File: config.mk
export PLATFORM = sky130hd
export DESIGN_NAME = grid_rect_first_fit_allocator
export DESIGN_NICKNAME = d
export VERILOG_FILES = /design/src/design/grfa_pkg.sv /design/src/design/grfa_ram.sv /design/src/design/grfa_ctrl.sv /design/src/design/grfa_dp.sv /design/src/design/grid_rect_first_fit_allocator.sv
export VERILOG_INCLUDE_DIRS = /design/src /design/src/design
export SDC_FILE = /design/constraint.sdc
export NUM_CORES = 1
export LEC_CHECK = 0
export ABC_AREA = 1
export BUFFER_PORTS_ARGS = -buffer_cell sky130_fd_sc_hd__buf_2
export CAP_MARGIN = 10
export CELL_PAD_IN_SITES_DETAIL_PLACEMENT = 0
export CELL_PAD_IN_SITES_GLOBAL_PLACEMENT = 1
export CORE_MARGIN = 2
export CORE_UTILIZATION = 54
export CTS_CLUSTER_DIAMETER = 50
export DETAILED_ROUTE_END_ITERATION = 10
export PLACE_DENSITY = 0.88
export SYNTH_ARGS = -nofsm -noshare
export SYNTH_HDL_FRONTEND = slang
export SYNTH_SLANG_ARGS = --single-unit
File: constraint.sdc
create_clock -name i_clk -period 9.9 [get_ports i_clk]
set_clock_uncertainty 0.15 [all_clocks]
set_input_delay 0.495 -clock i_clk [delete_from_list [all_inputs] [get_ports i_clk]]
set_output_delay 0.495 -clock i_clk [all_outputs]
set_load 0.005 [all_outputs]
File: src/design/grid_rect_first_fit_allocator_assert.svh
// Assertion macros for the grid rectangle allocator.
// Included by the controller and datapath; empty bodies under SYNTHESIS.
`ifndef GRID_RECT_FIRST_FIT_ALLOCATOR_ASSERT_SVH
`define GRID_RECT_FIRST_FIT_ALLOCATOR_ASSERT_SVH
`ifndef SYNTHESIS
`define GRFA_ASSERT(lbl, clk, rst_n, prop, msg) \
    lbl: assert property (@(posedge clk) disable iff (!rst_n) prop) else $error(msg);
`define GRFA_ASSERT_NORST(lbl, clk, prop, msg) \
    lbl: assert property (@(posedge clk) prop) else $error(msg);
`else
`define GRFA_ASSERT(lbl, clk, rst_n, prop, msg)
`define GRFA_ASSERT_NORST(lbl, clk, prop, msg)
`endif
`endif

File: src/design/grfa_pkg.sv
// Shared types and constants of the grid rectangle allocator.
// No dependencies; used by every module of the block but grfa_ram.
`default_nettype none

package grfa_pkg;

    localparam int OP_W   = 2;
    localparam int SIZE_W = 5;
    localparam int POS_W  = 4;
    localparam int CFG_W  = 5;
    localparam int IDX_W  = 2;

    localparam int DEF_MAX_COLUMNS = 16;
    localparam int DEF_MAX_ROWS    = 16;

    localparam logic [CFG_W-1:0] GRID_RESET = 5'd16;

    localparam logic [IDX_W-1:0] CFG_IDX_COLS = 2'd0;
    localparam logic [IDX_W-1:0] CFG_IDX_ROWS = 2'd1;

    typedef enum logic [OP_W-1:0] {
        OP_FIRST_FIT = 2'd0,
        OP_ALLOC_AT  = 2'd1,
        OP_FREE      = 2'd2,
        OP_NONE      = 2'd3
    } t_op;

    typedef struct packed {
        logic load;
        logic start_scan;
        logic start_check;
        logic start_write;
        logic step;
        logic scan;
        logic check;
        logic write;
        logic set_fail;
        logic set_zero;
    } t_cmd;

    typedef struct packed {
        t_op  op;
        logic zero_size;
        logic fits_at;
        logic rows_left;
        logic pipe_busy;
        logic hit;
        logic clash;
    } t_sts;

endpackage

`default_nettype wire

File: src/design/grfa_ram.sv
// Generic simple dual-port RAM: one write port, one registered read port.
// No dependencies.
`default_nettype none

module grfa_ram #(
    parameter int WIDTH = 16,
    parameter int DEPTH = 16
) (
    input  wire logic                                   i_clk,
    input  wire logic                                   i_we,
    input  wire logic [(DEPTH > 1 ? $clog2(DEPTH) : 1)-1:0] i_waddr,
    input  wire logic [WIDTH-1:0]                       i_wdata,
    input  wire logic                                   i_re,
    input  wire logic [(DEPTH > 1 ? $clog2(DEPTH) : 1)-1:0] i_raddr,
    output logic      [WIDTH-1:0]                       o_rdata
);

    logic [WIDTH-1:0] mem [DEPTH];
    logic [WIDTH-1:0] r_rdata;

    always_ff @(posedge i_clk) begin
        if (i_we) begin
            mem[i_waddr] <= i_wdata;
        end
        if (i_re) begin
            r_rdata <= mem[i_raddr];
        end
    end

    assign o_rdata = r_rdata;

endmodule

`default_nettype wire

File: src/design/grfa_ctrl.sv
// Request sequencer of the grid rectangle allocator.
// Depends on grfa_pkg and grid_rect_first_fit_allocator_assert.svh.
`default_nettype none
`include "grid_rect_first_fit_allocator_assert.svh"

module grfa_ctrl (
    input  wire logic            i_clk,
    input  wire logic            i_rst_n,
    input  wire logic            start,
    output logic                 busy,
    input  wire grfa_pkg::t_sts  i_sts,
    output grfa_pkg::t_cmd       o_cmd,
    output logic                 o_res_strobe
);

    typedef enum logic [5:0] {
        S_IDLE     = 6'b000001,
        S_DISPATCH = 6'b000010,
        S_SCAN     = 6'b000100,
        S_CHECK    = 6'b001000,
        S_WRITE    = 6'b010000,
        S_DONE     = 6'b100000
    } t_state;

    t_state         r_state;
    t_state         n_state;
    grfa_pkg::t_cmd cmd;

    always_ff @(posedge i_clk) begin
        if (!i_rst_n) begin
            r_state <= S_IDLE;
        end else begin
            r_state <= n_state;
        end
    end

    always_comb begin
        n_state = r_state;
        cmd     = '0;
        case (r_state)
            S_IDLE: begin
                if (start) begin
                    cmd.load = 1'b1;
                    n_state  = S_DISPATCH;
                end
            end
            S_DISPATCH: begin
                case (i_sts.op)
                    grfa_pkg::OP_FIRST_FIT: begin
                        if (i_sts.zero_size) begin
                            cmd.set_zero = 1'b1;
                            n_state      = S_DONE;
                        end else begin
                            cmd.start_scan = 1'b1;
                            n_state        = S_SCAN;
                        end
                    end
                    grfa_pkg::OP_ALLOC_AT: begin
                        if (i_sts.fits_at) begin
                            cmd.start_check = 1'b1;
                            n_state         = S_CHECK;
                        end else begin
                            cmd.set_fail = 1'b1;
                            n_state      = S_DONE;
                        end
                    end
                    grfa_pkg::OP_FREE: begin
                        cmd.start_write = 1'b1;
                        n_state         = S_WRITE;
                    end
                    grfa_pkg::OP_NONE: begin
                        cmd.set_fail = 1'b1;
                        n_state      = S_DONE;
                    end
                    default: begin
                        cmd.set_fail = 1'b1;
                        n_state      = S_DONE;
                    end
                endcase
            end
            S_SCAN: begin
                cmd.scan = 1'b1;
                if (i_sts.hit) begin
                    cmd.start_write = 1'b1;
                    n_state         = S_WRITE;
                end else if (!i_sts.rows_left && !i_sts.pipe_busy) begin
                    cmd.set_fail = 1'b1;
                    n_state      = S_DONE;
                end else begin
                    cmd.step = 1'b1;
                end
            end
            S_CHECK: begin
                cmd.check = 1'b1;
                if (!i_sts.rows_left && !i_sts.pipe_busy) begin
                    if (i_sts.clash) begin
                        cmd.set_fail = 1'b1;
                        n_state      = S_DONE;
                    end else begin
                        cmd.start_write = 1'b1;
                        n_state         = S_WRITE;
                    end
                end else begin
                    cmd.step = 1'b1;
                end
            end
            S_WRITE: begin
                cmd.write = 1'b1;
                if (!i_sts.rows_left && !i_sts.pipe_busy) begin
                    n_state = S_DONE;
                end else begin
                    cmd.step = 1'b1;
                end
            end
            S_DONE: begin
                n_state = S_IDLE;
            end
            default: begin
                n_state = S_IDLE;
            end
        endcase
    end

    assign o_cmd        = cmd;
    assign busy         = (r_state != S_IDLE);
    assign o_res_strobe = (r_state == S_DONE);

    `GRFA_ASSERT(a_strobe_single, i_clk, i_rst_n, o_res_strobe |=> !o_res_strobe, "result strobe longer than one cycle")
    `GRFA_ASSERT(a_accept_busy, i_clk, i_rst_n, (start && !busy) |=> busy, "request accepted but block not busy")
    `GRFA_ASSERT(a_strobe_idle, i_clk, i_rst_n, o_res_strobe |=> !busy, "block still busy after result")
    `GRFA_ASSERT_NORST(a_reset_idle, i_clk, !i_rst_n |=> !busy, "block busy after reset")

endmodule

`default_nettype wire

File: src/design/grfa_dp.sv
// Datapath of the grid rectangle allocator: grid registers, row bitmap RAM,
// column free-height scan, window search and read-modify-write of rows.
// Depends on grfa_pkg, grfa_ram and grid_rect_first_fit_allocator_assert.svh.
`default_nettype none
`include "grid_rect_first_fit_allocator_assert.svh"

module grfa_dp #(
    parameter int MAX_COLUMNS = grfa_pkg::DEF_MAX_COLUMNS,
    parameter int MAX_ROWS    = grfa_pkg::DEF_MAX_ROWS
) (
    input  wire logic                          i_clk,
    input  wire logic                          i_rst_n,
    input  wire grfa_pkg::t_cmd                i_cmd,
    output grfa_pkg::t_sts                     o_sts,
    input  wire logic [grfa_pkg::OP_W-1:0]     i_operation,
    input  wire logic [grfa_pkg::SIZE_W-1:0]   i_size_x,
    input  wire logic [grfa_pkg::SIZE_W-1:0]   i_size_y,
    input  wire logic [grfa_pkg::POS_W-1:0]    i_pos_x,
    input  wire logic [grfa_pkg::POS_W-1:0]    i_pos_y,
    input  wire logic                          i_cfg_we,
    input  wire logic [grfa_pkg::IDX_W-1:0]    i_cfg_index,
    input  wire logic [grfa_pkg::CFG_W-1:0]    i_cfg_data,
    output logic                               o_success,
    output logic      [grfa_pkg::POS_W-1:0]    o_placed_x,
    output logic      [grfa_pkg::POS_W-1:0]    o_placed_y
);

    localparam int MAXD = (MAX_COLUMNS > MAX_ROWS) ? MAX_COLUMNS : MAX_ROWS;
    localparam int CNTW = $clog2(MAXD + 48);
    localparam int RW   = (MAX_ROWS > 1) ? $clog2(MAX_ROWS) : 1;
    localparam int XW   = (MAX_COLUMNS > 1) ? $clog2(MAX_COLUMNS) : 1;
    localparam int SZW  = grfa_pkg::SIZE_W;
    localparam logic [SZW-1:0] HMAX = '1;

    // clamp a grid register to 1..maxv
    function automatic logic [CNTW-1:0] eff_dim(input logic [grfa_pkg::CFG_W-1:0] v,
                                                input int unsigned maxv);
        logic [CNTW-1:0] e;
        e = CNTW'(v);
        if (v == '0) begin
            e = CNTW'(1);
        end else if (e > CNTW'(maxv)) begin
            e = CNTW'(maxv);
        end
        return e;
    endfunction

    // columns x..x+w-1 that lie below cols
    function automatic logic [MAX_COLUMNS-1:0] span(input logic [CNTW-1:0] x,
                                                    input logic [CNTW-1:0] w,
                                                    input logic [CNTW-1:0] cols);
        logic [MAX_COLUMNS-1:0] m;
        for (int c = 0; c < MAX_COLUMNS; c++) begin
            m[c] = (CNTW'(c) >= x) && (CNTW'(c) < x + w) && (CNTW'(c) < cols);
        end
        return m;
    endfunction

    // bit x set when a[x..x+w-1] are all set; built from doubling spans
    function automatic logic [MAX_COLUMNS-1:0] win_fit(input logic [MAX_COLUMNS-1:0] a,
                                                       input logic [SZW-1:0] w);
        logic [MAX_COLUMNS-1:0] cur;
        logic [MAX_COLUMNS-1:0] res;
        logic                   first;
        cur   = a;
        res   = '0;
        first = 1'b1;
        for (int b = 0; b < SZW; b++) begin
            if (w[b]) begin
                res   = first ? cur : (cur & (res >> (1 << b)));
                first = 1'b0;
            end
            cur = cur & (cur >> (1 << b));
        end
        return res;
    endfunction

    logic [grfa_pkg::CFG_W-1:0] r_grid_cols;
    logic [grfa_pkg::CFG_W-1:0] r_grid_rows;

    grfa_pkg::t_op          r_op;
    logic [SZW-1:0]         r_w;
    logic [SZW-1:0]         r_h;
    logic [grfa_pkg::POS_W-1:0] r_px;
    logic [grfa_pkg::POS_W-1:0] r_py;
    logic [CNTW-1:0]        r_cols;
    logic [CNTW-1:0]        r_rows;

    logic [CNTW-1:0]        r_row;
    logic [CNTW-1:0]        r_end;
    logic [MAX_COLUMNS-1:0] r_mask;
    logic                   r_set;
    logic                   r_clash;

    logic                   r_rv;
    logic [RW-1:0]          r_raddr;
    logic                   r_rvld;
    logic [MAX_ROWS-1:0]    r_vld;

    logic [SZW-1:0]         r_hgt [MAX_COLUMNS];
    logic                   r_hv;
    logic [RW-1:0]          r_hrow;
    logic [MAX_COLUMNS-1:0] r_win;
    logic                   r_wv;
    logic [RW-1:0]          r_wrow;

    logic                       r_ok;
    logic [grfa_pkg::POS_W-1:0] r_ox;
    logic [grfa_pkg::POS_W-1:0] r_oy;

    logic [CNTW-1:0]        w_e;
    logic [CNTW-1:0]        h_e;
    logic [CNTW-1:0]        px_e;
    logic [CNTW-1:0]        py_e;
    logic                   rows_left;
    logic                   any_start;
    logic                   rd_en;
    logic [RW-1:0]          rd_addr;
    logic [MAX_COLUMNS-1:0] ram_rdata;
    logic [MAX_COLUMNS-1:0] rowdat;
    logic                   ram_we;
    logic [MAX_COLUMNS-1:0] ram_wdata;
    logic [MAX_COLUMNS-1:0] avail;
    logic [XW-1:0]          hit_x;
    logic [CNTW-1:0]        hit_y;
    logic                   hit;
    logic [CNTW-1:0]        sel_x;
    logic [CNTW-1:0]        sel_y;
    logic [CNTW-1:0]        free_end;
    logic [CNTW-1:0]        wr_end;

    assign w_e       = CNTW'(r_w);
    assign h_e       = CNTW'(r_h);
    assign px_e      = CNTW'(r_px);
    assign py_e      = CNTW'(r_py);
    assign rows_left = (r_row < r_end);
    assign any_start = i_cmd.start_scan || i_cmd.start_check || i_cmd.start_write;
    assign rd_en     = i_cmd.step && rows_left;
    assign rd_addr   = r_row[RW-1:0];
    assign rowdat    = r_rvld ? ram_rdata : '0;
    assign ram_we    = i_cmd.write && r_rv;
    assign ram_wdata = r_set ? (rowdat | r_mask) : (rowdat & ~r_mask);

    always_ff @(posedge i_clk) begin
        if (!i_rst_n) begin
            r_grid_cols <= grfa_pkg::GRID_RESET;
            r_grid_rows <= grfa_pkg::GRID_RESET;
        end else if (i_cfg_we) begin
            case (i_cfg_index)
                grfa_pkg::CFG_IDX_COLS: r_grid_cols <= i_cfg_data;
                grfa_pkg::CFG_IDX_ROWS: r_grid_rows <= i_cfg_data;
                default: ;
            endcase
        end
    end

    always_ff @(posedge i_clk) begin
        if (i_cmd.load) begin
            r_op   <= grfa_pkg::t_op'(i_operation);
            r_w    <= i_size_x;
            r_h    <= i_size_y;
            r_px   <= i_pos_x;
            r_py   <= i_pos_y;
            r_cols <= eff_dim(r_grid_cols, MAX_COLUMNS);
            r_rows <= eff_dim(r_grid_rows, MAX_ROWS);
        end
    end

    // write-phase selection
    assign hit_y    = CNTW'(r_wrow) + CNTW'(1) - h_e;
    assign hit      = r_wv && (|r_win);
    assign sel_x    = (r_op == grfa_pkg::OP_FIRST_FIT) ? CNTW'(hit_x) : px_e;
    assign sel_y    = (r_op == grfa_pkg::OP_FIRST_FIT) ? hit_y : py_e;
    assign free_end = (py_e + h_e > r_rows) ? r_rows : (py_e + h_e);
    assign wr_end   = (r_op == grfa_pkg::OP_FREE) ? free_end : (sel_y + h_e);

    always_ff @(posedge i_clk) begin
        if (!i_rst_n) begin
            r_row <= '0;
            r_end <= '0;
        end else if (i_cmd.start_scan) begin
            r_row <= '0;
            r_end <= r_rows;
        end else if (i_cmd.start_check) begin
            r_row <= py_e;
            r_end <= py_e + h_e;
        end else if (i_cmd.start_write) begin
            r_row <= sel_y;
            r_end <= wr_end;
        end else if (rd_en) begin
            r_row <= r_row + CNTW'(1);
        end
    end

    always_ff @(posedge i_clk) begin
        if (i_cmd.start_check) begin
            r_mask <= span(px_e, w_e, r_cols);
        end else if (i_cmd.start_write) begin
            r_mask <= span(sel_x, w_e, r_cols);
            r_set  <= (r_op != grfa_pkg::OP_FREE);
        end
        if (i_cmd.start_check) begin
            r_clash <= 1'b0;
        end else if (i_cmd.check && r_rv && (|(rowdat & r_mask))) begin
            r_clash <= 1'b1;
        end
    end

    // read stage
    always_ff @(posedge i_clk) begin
        if (!i_rst_n) begin
            r_rv <= 1'b0;
        end else begin
            r_rv <= !any_start && rd_en;
        end
        r_raddr <= rd_addr;
        r_rvld  <= r_vld[rd_addr];
    end

    always_ff @(posedge i_clk) begin
        if (!i_rst_n) begin
            r_vld <= '0;
        end else if (ram_we) begin
            r_vld[r_raddr] <= 1'b1;
        end
    end

    grfa_ram #(
        .WIDTH (MAX_COLUMNS),
        .DEPTH (MAX_ROWS)
    ) u_rows (
        .i_clk   (i_clk),
        .i_we    (ram_we),
        .i_waddr (r_raddr),
        .i_wdata (ram_wdata),
        .i_re    (rd_en),
        .i_raddr (rd_addr),
        .o_rdata (ram_rdata)
    );

    // free-height per column, counted over scanned rows
    always_ff @(posedge i_clk) begin
        for (int c = 0; c < MAX_COLUMNS; c++) begin
            if (i_cmd.start_scan || (i_cmd.scan && r_rv && rowdat[c])) begin
                r_hgt[c] <= '0;
            end else if (i_cmd.scan && r_rv && (r_hgt[c] != HMAX)) begin
                r_hgt[c] <= r_hgt[c] + SZW'(1);
            end
        end
    end

    always_comb begin
        for (int c = 0; c < MAX_COLUMNS; c++) begin
            avail[c] = (r_hgt[c] >= r_h) && (CNTW'(c) < r_cols);
        end
    end

    always_ff @(posedge i_clk) begin
        if (!i_rst_n) begin
            r_hv <= 1'b0;
            r_wv <= 1'b0;
        end else begin
            r_hv <= !any_start && i_cmd.scan && r_rv;
            r_wv <= !any_start && i_cmd.scan && r_hv;
        end
        r_hrow <= r_raddr;
        r_wrow <= r_hrow;
        r_win  <= win_fit(avail, r_w);
    end

    always_comb begin
        hit_x = '0;
        for (int c = MAX_COLUMNS - 1; c >= 0; c--) begin
            if (r_win[c]) begin
                hit_x = XW'(c);
            end
        end
    end

    always_ff @(posedge i_clk) begin
        if (i_cmd.set_fail) begin
            r_ok <= 1'b0;
            r_ox <= '0;
            r_oy <= '0;
        end else if (i_cmd.set_zero) begin
            r_ok <= (w_e <= r_cols) && (h_e <= r_rows);
            r_ox <= '0;
            r_oy <= '0;
        end else if (i_cmd.start_write) begin
            r_ok <= 1'b1;
            r_ox <= sel_x[grfa_pkg::POS_W-1:0];
            r_oy <= sel_y[grfa_pkg::POS_W-1:0];
        end
    end

    assign o_success  = r_ok;
    assign o_placed_x = r_ox;
    assign o_placed_y = r_oy;

    always_comb begin
        o_sts           = '0;
        o_sts.op        = r_op;
        o_sts.zero_size = (r_w == '0) || (r_h == '0);
        o_sts.fits_at   = (px_e + w_e <= r_cols) && (py_e + h_e <= r_rows);
        o_sts.rows_left = rows_left;
        o_sts.pipe_busy = r_rv || r_hv || r_wv;
        o_sts.hit       = hit;
        o_sts.clash     = r_clash;
    end

    `GRFA_ASSERT(a_wr_in_grid, i_clk, i_rst_n, ram_we |-> (CNTW'(r_raddr) < r_rows), "row off grid")
    `GRFA_ASSERT(a_hit_in_grid, i_clk, i_rst_n, hit |-> (hit_y + h_e <= r_rows), "hit off grid")

endmodule

`default_nettype wire

File: src/design/grid_rect_first_fit_allocator.sv
// First-fit rectangle allocator on a row bitmap grid, with allocate-at and free.
// First-fit scans from row 0 and writes the first window that fits; a zero size
// skips the scan. Allocate-at fails out of bounds, else checks its rows and
// writes them unless they clash. Free clears the rows it touches. One request
// at a time: the next start is taken the cycle after the strobe; results are never held.
// Synchronous reset frees every cell (per-row valid flags), sets grid to 16x16.
`default_nettype none

module grid_rect_first_fit_allocator #(
    parameter int MAX_COLUMNS = grfa_pkg::DEF_MAX_COLUMNS,
    parameter int MAX_ROWS    = grfa_pkg::DEF_MAX_ROWS
) (
    input  wire logic                          i_clk,
    input  wire logic                          i_rst_n,
    input  wire logic                          start,
    output logic                               busy,
    input  wire logic [grfa_pkg::OP_W-1:0]     i_operation,
    input  wire logic [grfa_pkg::SIZE_W-1:0]   i_size_x,
    input  wire logic [grfa_pkg::SIZE_W-1:0]   i_size_y,
    input  wire logic [grfa_pkg::POS_W-1:0]    i_pos_x,
    input  wire logic [grfa_pkg::POS_W-1:0]    i_pos_y,
    output logic                               o_res_strobe,
    output logic                               o_success,
    output logic      [grfa_pkg::POS_W-1:0]    o_placed_x,
    output logic      [grfa_pkg::POS_W-1:0]    o_placed_y,
    input  wire logic                          i_cfg_valid,
    output logic                               o_cfg_ready,
    input  wire logic [grfa_pkg::IDX_W-1:0]    i_cfg_index,
    input  wire logic [grfa_pkg::CFG_W-1:0]    i_cfg_data
);

    grfa_pkg::t_cmd cmd;
    grfa_pkg::t_sts sts;

    assign o_cfg_ready = 1'b1;

    grfa_ctrl u_ctrl (
        .i_clk        (i_clk),
        .i_rst_n      (i_rst_n),
        .start        (start),
        .busy         (busy),
        .i_sts        (sts),
        .o_cmd        (cmd),
        .o_res_strobe (o_res_strobe)
    );

    grfa_dp #(
        .MAX_COLUMNS (MAX_COLUMNS),
        .MAX_ROWS    (MAX_ROWS)
    ) u_dp (
        .i_clk       (i_clk),
        .i_rst_n     (i_rst_n),
        .i_cmd       (cmd),
        .o_sts       (sts),
        .i_operation (i_operation),
        .i_size_x    (i_size_x),
        .i_size_y    (i_size_y),
        .i_pos_x     (i_pos_x),
        .i_pos_y     (i_pos_y),
        .i_cfg_we    (i_cfg_valid && o_cfg_ready),
        .i_cfg_index (i_cfg_index),
        .i_cfg_data  (i_cfg_data),
        .o_success   (o_success),
        .o_placed_x  (o_placed_x),
        .o_placed_y  (o_placed_y)
    );

endmodule

`default_nettype wire
* Word level (Yosys, flattened, before mapping)
Memory sizes are Yosys's and may differ from the RTL's. A register that Yosys moved wholly into a read port is not among the register bits.
Index checks and enable logic that the tools add are counted.
W data, S select, Z words.
** Word-level totals
- Bits in writable memories :: 336
- Register bits after elaboration :: 135
- Output and inout bits :: 12
- Memories :: 2
- Bits of input ports :: 31
- Word-level logic and storage cells :: 581
** Memories
- u_dp.u_rows.mem :: depth 16, width 16, rd ports 1, clocked after memory_dff 1, wr ports 1, RTL line grfa_ram.sv:18 : logic [WIDTH-1:0] mem [DEPTH];
- u_dp.r_hgt :: depth 16, width 5, rd ports 16, clocked after memory_dff 0, wr ports 16, RTL line grfa_dp.sv:100 : logic [SZW-1:0] r_hgt [MAX_COLUMNS];
** Cells by class
- Reductions and logical operators :: 173
- Muxes and demuxes :: 186
- Add/subtract/negate cells :: 23
- Equal/unequal tests :: 30
- $lt $le $gt $ge :: 107
- Bitwise logic cells :: 30
** Operators by type and width (number)
- $mux W16 :: 13
- $lt A4 B6 Y1 const A :: 24
- $logic_and A1 B1 Y1 :: 126
- $mux W1 :: 113
- $mux W5 :: 18
- $mux W6 :: 15
- $add A5 B1 Y5 const B :: 16
- $ge A5 B5 Y1 :: 16
- $ne A5 B5 Y1 const B :: 16
- $lt A3 B6 Y1 const A :: 12
- $mux W4 :: 18
- $ge A4 B6 Y1 const A :: 8
- $lt A1 B6 Y1 const A :: 6
- $lt A2 B6 Y1 const A :: 6
- $and A16 B12 Y16 :: 2
- $and A16 B14 Y16 :: 2
- $and A16 B16 Y16 :: 2
- $and A16 B8 Y16 :: 2
- $ge A4 B4 Y1 const A :: 8
- $or A16 B16 Y16 :: 2
- $reduce_or A16 Y1 :: 2
- $pmux W6 S5 :: 1
- $ge A3 B6 Y1 const A :: 4
- $pmux W6 S4 :: 1
- other kinds (46) :: 116

* Logic depth before layout (Yosys ltp)
- Depth after elaboration :: 23
- Mapped depth :: 33
- Gate-level depth less buffers :: 33

* By module
From an unflattened synthesis, not the netlist that was laid out.
** Unflattened totals
- Cell total of the unflattened synthesis :: 3004
- Area, all modules :: 26411.6 µm²
** By module, submodules not included
- grfa_dp :: area each 14321.2 µm², cells an instance 1840, seq. area each 5415.2 µm², times used 1
- grfa_ram :: area each 11541.1 µm², cells an instance 1074, seq. area each 8167.8 µm², times used 1
- grfa_ctrl :: area each 538.0 µm², cells an instance 88, seq. area each 120.1 µm², times used 1
- grid_rect_first_fit_allocator :: area each 11.3 µm², cells an instance 2, seq. area each 0.0 µm², times used 1

* Worst setup path after synthesis
No wires, ideal clock.
- Path type :: reg-to-reg
- From :: register u_dp.r_h[0]
- To :: register u_dp.r_mask[0], enable pin
- Clock period less this slack :: 3.576 ns
- Setup slack :: 6.324 ns
- Stages on the path, launching flop included :: 16
- Setup time :: 0.348 ns
- Arrival :: 3.078 ns
- Cell sequence :: edfxtp_1 -> ha_1 -> fa_1 -> a21oi_1 -> o21bai_1 -> xor2_1 -> inv_1 -> ha_1 -> a21oi_1 -> o21ai_0 -> o21ai_0 -> nand2_1 -> nor2_1 -> nand2_2 -> buf_6 -> nand2_2
** On the way
- Word-level cells in the longest chain between the ends :: 7
** RTL lines
- start, declared :: RTL line grfa_dp.sv:83 : logic [SZW-1:0] r_h;
- start signal, assigned :: RTL line grfa_dp.sv:161 : r_h <= i_size_y;
- $add A4 B5 Y6 :: RTL line grfa_dp.sv:304 : o_sts.fits_at = (px_e + w_e <= r_cols) && (py_e + h_e <= r_rows);
- $le A6 B6 Y1 :: RTL line grfa_dp.sv:304
- $logic_and A1 B1 Y1 :: RTL line grfa_dp.sv:304
- $mux W1 :: RTL line grfa_ctrl.sv:59 : if (i_sts.fits_at) begin
- $mux W1 :: RTL line grfa_ctrl.sv:48 : case (i_sts.op)
- $mux W2 :: RTL line grfa_ctrl.sv:40 : case (r_state)
- $reduce_bool A2 Y1 (no source line)
- end signal, assigned :: RTL line grfa_dp.sv:197 : r_mask <= span(px_e, w_e, r_cols);
- end signal, assigned :: RTL line grfa_dp.sv:199 : r_mask <= span(sel_x, w_e, r_cols);
- end, declared :: RTL line grfa_dp.sv:91 : logic [MAX_COLUMNS-1:0] r_mask;
Every way passes these cells.
A chain may end at the register's enable or synchronous reset.

* Worst setup path in the final report
- From :: register u_dp.r_h[0]
- To :: register u_dp.r_row[0]
** On the way
- Word-level cells in the longest chain between the ends :: 7
- Elaborated cells between the ends (all ways) :: 16
** RTL lines
- $add A4 B5 Y6 :: RTL line grfa_dp.sv:304
- $le A6 B6 Y1 :: RTL line grfa_dp.sv:304
- $logic_and A1 B1 Y1 :: RTL line grfa_dp.sv:304
- $mux W1 :: RTL line grfa_ctrl.sv:59
- $mux W1 :: RTL line grfa_ctrl.sv:48
- $mux W2 :: RTL line grfa_ctrl.sv:40
- $reduce_bool A3 Y1 (no source line) or $mux W4 (tied branches)
- end signal, assigned :: RTL line grfa_dp.sv:185 : r_row <= py_e;
- end signal, assigned :: RTL line grfa_dp.sv:188 : r_row <= sel_y;
- end signal, assigned :: RTL line grfa_dp.sv:191 : r_row <= r_row + CNTW'(1);
- end, declared :: RTL line grfa_dp.sv:89 : logic [CNTW-1:0] r_row;
Several ways; a longest one is shown, not always the timed one.

==> impl_metrics.json <==
{
  "result_of_the_run": "finished, final reports clean",
  "critical_path.max_stage_delay_ns": 0.53,
  "diodes": 0,
  "setup-violations-final": 0,
  "holdPathEnd": "u_dp.r_grid_rows[3]",
  "grt_max_degree": 103,
  "synth-edff-count": 399,
  "route.final.wire_length_mm": 68.86,
  "kind_of_launch_point_of_the_worst_setup_path": "register",
  "finalHoldViolations": 0,
  "number_of_distinct_library_cells_after_synthesis": 65,
  "ctsRootBufferMaster": "clkbuf_16",
  "most_frequent_cells_in_the_layout": "edfxtp_1 (399), nor2_1 (389), nand2_1 (386), inv_1 (291), o21ai_0 (234)",
  "global_route.usage.met3": 0.03174,
  "number_of_nets_in_the_synthesized_netlist": 2838,
  "power.density_nw_per_um2": 187.1,
  "placementRows": 79,
  "post_drt_via_cell_ratio": 5.793,
  "slew_headroom": 0.2703,
  "timing.final.crit_share": 0.4614,
  "critical-path-slowest-cell": "nand2_2",
  "grtUsageMet1": 0.3733,
  "grt_first_pass_wirelength_mm": 105.7,
  "dp_hpwl_mm": 46.23,
  "tightest_slew_ns": 1.093,
  "first_pass_iters": 5,
  "cp-end-kind": "register",
  "synthTopCellsByArea": "edfxtp_1 (47%), ha_1 (8.2%), dfxtp_1 (6.8%)",
  "critPathBufInv": 2,
  "htreeDepth": 2,
  "synth_top_area_frac": 0.4717,
  "timing.hold.worst.class": "input port to register",
  "first_global_vias": 18530,
  "final.fill_count": 3873,
  "critical_path.reg2reg.endpoint": "u_dp.r_row[0]",
  "critical_path.top_delay_family": "simple AND/OR/NAND/NOR gates",
  "cts_post_setup_buffers_inserted": 0,
  "gp_congestion": 0.9450,
  "timing.critical_path.required_ns": 10.28,
  "initial_core_util": 0.5468,
  "ys_async_sr_fraction": 0,
  "route.antenna.remaining_nets": 0,
  "grt_antenna_before_repair": 0,
  "fp.dieArea_sq_um": 48790,
  "hold_depth": 3,
  "cts_inserted_buffers": 54,
  "post-place-cells": 3249,
  "maximum_clock_frequency_mhz": 218.9,
  "worst_skew_late_latency_ns": 0.63,
  "timing.max_cap.violations": 0,
  "io-pin-count": 43,
  "yosys.area.top_type": "edfxtp_1",
  "vdd_ir_drop_max_uv": 165.2,
  "grt_use_total": 0.2771,
  "via_count": 19510,
  "global_route.usage.met2": 0.4702,
  "ff2ff_setup_slack_ns": 5.33,
  "timing.critical_path.cells": "buf_4 -> ha_1 -> fa_1 -> a21oi_1 -> o21bai_1 -> xor2_1 -> inv_1 -> ha_1 -> nand2_1 -> o21ai_0 -> o21ai_0 -> nand2_1 -> nor2_1 -> nand2_2 -> nand2_2 -> o21a_1 -> a21oi_1",
  "port_buffers": 41,
  "hold_path_startpoint": "i_cfg_data[3]",
  "worstReg2RegStart": "u_dp.r_h[0]",
  "count_of_nets_after_finishing": 2923,
  "cts_tree": "done",
  "layout.cells.most_common": "edfxtp_1",
  "route.detailed.drc": 0,
  "grt_setup_unrepaired": "false",
  "drt_first_iter_violations": 1927,
  "period_minus_slack_ns": 4.568,
  "final.hold.worst_slack_ns": 0.02505,
  "postCtsHoldBufs": 23,
  "critPathKind": "register to register",
  "clock_pin_slew_reported_for_the_worst_setup_and_hold_paths_after_clock_tree_synthesis_ns": 0.06,
  "clock_sinks": 485,
  "path_max_fanout": 30,
  "busiest_layer": "met2",
  "grt_remaining_overflow": 0,
  "worst-endpoint-arrival_ns": 4.94,
  "p_leak_uw": 0.01141,
  "yosysWarningCount": 0,
  "number_of_instances_in_the_synthesized_netlist": 2636,
  "die_x_microns": 220.9,
  "synth_flop_cell": "edfxtp_1",
  "cts_buffer_depth": 3,
  "final-max-slew-violation-count": 0,
  "die_h_microns": 220.9,
  "totalNegativeSetupSlack_ns": 0,
  "cts_resized": 0,
  "finish.utilization": 0.6102,
  "final_layout_size_suffix_gt1_frac": 0.09743,
  "post_drt_wl_per_cell_microns": 20.45,
  "instances_no_fill": 3368,
  "coreArea_sq_um": 46460,
  "postSynthRegisterBits": 485,
  "area.growth.synth_to_final_pct": 11.59,
  "reg2regPathDepth": 17,
  "post_synth.cell_area_avg_sq_um": 9.637,
  "syn-cell-area_sq_um": 25400,
  "seq_area_frac_synth": 0.5394
}
[cells by family after synthesis]
kind of cell    count (synthesis)  synth area share
xor+xnor                       31           0.01069
compound gates                499            0.1152
flops                         485            0.5394
fa+ha+maj                     171           0.08570
buf+inv                       394           0.06142
other cells                     1         0.0001476
simple gates                 1055            0.1875
[state kept, by name, summed over array words and instances, names as in the netlist, 6 cells and up]
register,flops
u_dp.r_mask,16
u_dp.r_row,6
u_dp.r_end,6
u_dp.r_win,16
u_ctrl.r_state,6
u_dp.r_vld,16
u_dp.u_rows.mem,256
u_dp.u_rows.o_rdata,16
u_dp.r_hgt,80
[layout make-up]
cell class / count / area (sq um) / share of cell area
tap: 607 / 759.5 / 0.02679
clock buffer: 65 / 1423 / 0.05018
timing repair buffer: 111 / 788.3 / 0.02781
clock inverter: 31 / 305.3 / 0.01077
multi-input combinational: 1757 / 10190 / 0.3594
sequential: 485 / 13710 / 0.4836
inverter: 312 / 1175 / 0.04144
[cells in the mapped netlist (5+ instances only)]
master,count
a21oi_1,99
nor3b_2,12
o21ai_1,11
nor3_1,21
o221ai_1,31
inv_2,18
nor2_1,407
nand4_4,10
ha_1,166
o2111ai_1,5
nand2_1,386
inv_1,291
o21ai_0,234
a211oi_1,5
buf_4,5
xor2_1,30
o211ai_1,30
fa_1,5
nand3_1,127
nand2_2,5
nor2_2,8
nand4_1,49
buf_2,5
buf_6,5
dfxtp_1,86
o21bai_1,8
edfxtp_1,399
o22ai_1,43
a31oi_1,9
clkbuf_1,64
[power by group]
group	leakage, uW	switching (uW)	internal, uW	total [uW]
clock network	0.000836	843	1110	1950
logic	0.00633	675	326	1000
registers	0.00424	74.8	2270	2350
[stage by stage]
step / total power, uW / area, sq um / worst slack, ns
final: 5303 / 28350 / 5.332
after CTS: 5315 / 28350 / 5.355
after floorplan: 3041 / 25400 / 6.324
after detailed placement: 3360 / 26390 / 5.383
after global placement: 3341 / 26390 / 5.336
after global routing: 5537 / 28350 / 4.978
[metal layers]
layer	part of all wire	wire length (microns)
met4	0.029	2018
met2	0.49	33640
met3	0.059	4094
met1	0.42	29110
met5	0	0
[worst min-delay path, cell delays in order]
cell	delay [ns]
buf_2	0.10
nor2_1	0.05
nor2_1	0.09
[worst max-delay path by stage]
stage                start              to  slack (ns)  depth (start not counted)
2_1_floorplan  u_dp.r_h[0]  u_dp.r_mask[0]        6.32                         15
3_3_place_gp   u_dp.r_h[0]   u_dp.r_row[0]        5.34                         17
3_5_place_dp   u_dp.r_h[0]   u_dp.r_row[0]        5.38                         17
4_1_cts        u_dp.r_h[0]   u_dp.r_row[0]        5.36                         17
5_1_grt        u_dp.r_h[0]   u_dp.r_row[3]        4.98                         18
6_report       u_dp.r_h[0]   u_dp.r_row[0]        5.33                         17
Note: power is estimated with default switching activity, not from simulation.
